## src/rtl/bsgi_locate.sv

```systemverilog
module bsgi_locate #(
  parameter int W = 8
) (
  input  logic signed [64:0] pos,
  input  logic [W-1:0]       count_m1,
  output logic [W-1:0]       lo,
  output logic [W-1:0]       hi,
  output logic [15:0]        frac
);

  logic signed [64:0] top;
  logic [64:0]        p;

  assign top = signed'(65'(count_m1) << 44);

  always_comb begin
    if (pos < 0) begin
      p = '0;
    end else if (pos > top) begin
      p = top;
    end else begin
      p = pos;
    end
  end

  assign lo   = p[44 +: W];
  assign frac = p[43:28];
  assign hi   = (lo < count_m1) ? lo + W'(1) : lo;

endmodule

```

## config.mk

```make
export PLATFORM = sky130hd
export DESIGN_NAME = bsgi_locate
export DESIGN_NICKNAME = d
export VERILOG_FILES = /design/src/rtl/bsgi_locate.sv
export SDC_FILE = /design/constraint.sdc
export NUM_CORES = 1
export LEC_CHECK = 0
export CORE_MARGIN = 2
export CORE_UTILIZATION = 55
export DETAILED_ROUTE_END_ITERATION = 10
export DONT_BUFFER_PORTS = 1
export PLACE_DENSITY = 0.77
export SYNTH_ARGS = -nofsm -noshare
export SYNTH_HDL_FRONTEND = slang
export SYNTH_SLANG_ARGS = --single-unit
```

## constraint.sdc

```tcl
create_clock -name vclk -period 8.41
set_clock_uncertainty 0.15 [all_clocks]
set_input_delay 0.4205 -clock vclk [all_inputs]
set_output_delay 0.4205 -clock vclk [all_outputs]
set_load 0.01 [all_outputs]
```

==> flow_metrics.py <==
metrics = {
    "logic_synthesis": {
        "syn_area_per_cell_sq_um": 6.98,
        "syn_inst": 148,
        "synth_commonest_cells": "17 x and2_1, 17 x nor2_1, 15 x ha_1, 14 x a21oi_1",
        "synthTopCellsByArea": "ha_1 18%, and2_1 10%, nor4_1 7.3%",
        "syn_nets": 236,
        "syn-cell-area_sq_um": 1030,
        "seq_area_frac_synth_pct": 0,
        "synth_warnings": 0,
        "synth.distinct_cells": 34,
        "synth_top_cell_by_area": "ha_1",
        "synth_top_area_share_pct": 18.2,
    },
    "power_and_ir_drop": {
        "p_leak_nw": 0.424,
        "pwr-share-seq_pct": 0,
        "p_clk_share_pct": 0,
        "power_density_nw_per_um2": 34.4,
        "p_int_mw": 0.0137,
        "p_comb_share_pct": 100.0,
        "irDropWorstVdd_mv": 0.0250,
        "netSwitchingFraction_pct": 61.0,
        "p_switching_mw": 0.0215,
    },
    "placement": {
        "gp_congestion": 0.917,
        "dpl_worst_slack_ns": 2.85,
        "portBuffers": 0,
        "place_hpwl_mm": 2.29,
    },
    "timing": {
        "worstMarginPinSlew_ns": 0.617,
        "tns_ns": 0,
        "drv_slew": 0,
        "worst_slack_ns": 2.85,
        "fin_crit_ns": 5.56,
        "finalSetupViolations": 0,
        "grt_setup_unrepaired": "no",
        "max_freq_ghz": 0.180,
        "slew_headroom_pct": 58.7,
        "hold_viol": 0,
        "whs_ns": 0.778,
        "period_share_pct": 66.1,
    },
    "grt": {
        "track_usage_pct": 21.9,
        "grt_pass1_wl_mm": 3.80,
        "gr-total-overflow": 0,
        "grt_pass1_vias": 964,
        "grt_max_degree": 19,
        "antenna_found_initial": 0,
    },
    "clocking": {
        "cts_hold_buf": 0,
        "cts_resized": 0,
        "cts_setup_buffers": 0,
    },
    "floorplan": {
        "pin_count": 105,
        "rows": 15,
        "initial_core_util_pct": 59.2,
        "die-area_sq_um": 2240,
        "fp.dieH_um": 47.4,
        "dieWidth_um": 47.4,
        "core-area_sq_um": 1750,
    },
    "finish": {
        "num_antenna_cells": 0,
        "clock_buffers": 0,
        "fin_nets": 232,
        "ff_latch_area_sq_um": 0,
        "syn2layout_area_growth_pct": -0.969,
        "drive_above_1_share_pct": 7.04,
        "flops_and_latches": 0,
        "nFillCells": 178,
    },
    "detailed_routing": {
        "drc": 0,
        "drt_pre_antenna_iters": 4,
        "drtIter0Drc": 23,
        "postRouteWirelength_mm": 2.68,
        "num_vias": 1131,
        "drtAntennaViolNets": 0,
        "avgRoutedWirePerCell_um": 16.0,
        "via_per_inst": 6.77,
    },
    "worst_setup_path": {
        "cp_data_arrival_time_ns": 4.99,
        "crit_start": "count_m1[6]",
        "cp-start-kind": "primary input",
        "crit_path_end_kind": "output pin",
        "worstPathMaxFanout": 14,
        "worstSetupPathType": "in -> out",
        "required_ns": 7.84,
    },
    "worst_hold_path": {
        "hp-start": "pos[64]",
        "hold_class": "in -> out",
    },
    "run": {
        "cap_violations": 0,
    },
    "run_status": {
        "status": "completed",
    },
}
==> cells by family (layout without fill, tap and decap cells) <==
group	count (synthesis)	after routing	share of synthesized area (%)
AND/OR/NAND/NOR	72	72	41.6
AO/OA/AOI/OAI	31	31	20.9
buffers and inverters	18	12	8.35
adder cells (fa/ha/maj)	15	15	18.2
XOR/XNOR	7	7	5.93
multiplexers	5	5	4.96
==> cell type report <==
cell class / instances / area [sq um] / share of cell area [%]
well taps: 25 / 31.3 / 3.06
inverters: 12 / 45.0 / 4.40
multi-input cells: 130 / 947 / 92.5
==> per-stage QoR <==
step           power (mW)  std cells  utilization [%]  instance area [sq um]
2_1_floorplan      0.0307        148                -                   1030
3_3_place_gp       0.0344        167             58.6                   1020
6_report           0.0352        167             58.6                   1020
3_5_place_dp       0.0350        167             58.6                   1020
5_1_grt            0.0400        167             58.6                   1020
4_1_cts            0.0352        167             58.6                   1020
==> metal layers <==
| layer | up-vias | share of wire (%) | global-route usage (%) | wire [um] |
|---|---|---|---|---|
| met5 | - | 0 | 0 | 0 |
| met4 | 0 | 0 | 0 | 0 |
| met3 | 0 | 12 | 2.69 | 312 |
| met2 | 80 | 47 | 39.5 | 1270 |
| met1 | 517 | 41 | 29.2 | 1100 |
| li1 | 534 | - | - | - |
==> path summary, 6_finish.rpt <==
path / endpoint / cells past startpoint
max: hi[7] / 16
min: lo[0] / 1
==> cell usage in the layout (no fill, tap or decap), drive strengths merged <==
| master | count |
|---|---|
| o211ai | 1 |
| nand2 | 5 |
| nor4b | 2 |
| nor2b | 4 |
| inv | 12 |
| a2111oi | 2 |
| ha | 15 |
| nor4 | 15 |
| or4 | 1 |
| mux2i | 4 |
| a41oi | 1 |
| a21oi | 14 |
| nand3 | 3 |
| nor3 | 2 |
| mux2 | 1 |
| nand4 | 4 |
| a21o | 2 |
| nor2 | 17 |
| o221ai | 1 |
| o21bai | 1 |
| a211oi | 1 |
| o21ai | 3 |
| a31oi | 4 |
| and2 | 17 |
| a211o | 1 |
| xnor2 | 3 |
| and3 | 1 |
| or2 | 1 |
| xor2 | 4 |
==> worst max-delay path, cell delays in order <==
cell and delay (ns):
inv_1 0.06, ha_1 0.29, nand3_1 0.09, or2_2 0.30, or4_4 0.49, o21ai_4 0.14
and2_1 0.56, a21oi_1 0.14, nor2_1 0.34, ha_1 0.34, a21oi_1 0.16, o21ai_0 0.13
a2111oi_0 0.55, o221ai_2 0.31, nor4_2 0.38, xor2_1 0.27
==> power by group through the flow <==
| stage | clock [mW] | combinational [mW] | sequential, mW |
|---|---|---|---|
| final | 0 | 0.0352 | 0 |
| after CTS | 0 | 0.0352 | 0 |
| after global routing | 0 | 0.0400 | 0 |
| after detailed placement | 0 | 0.0350 | 0 |
| after floorplan | 0 | 0.0307 | 0 |
| after global placement | 0 | 0.0344 | 0 |
No activity file was read; power rests on OpenSTA's default activity.
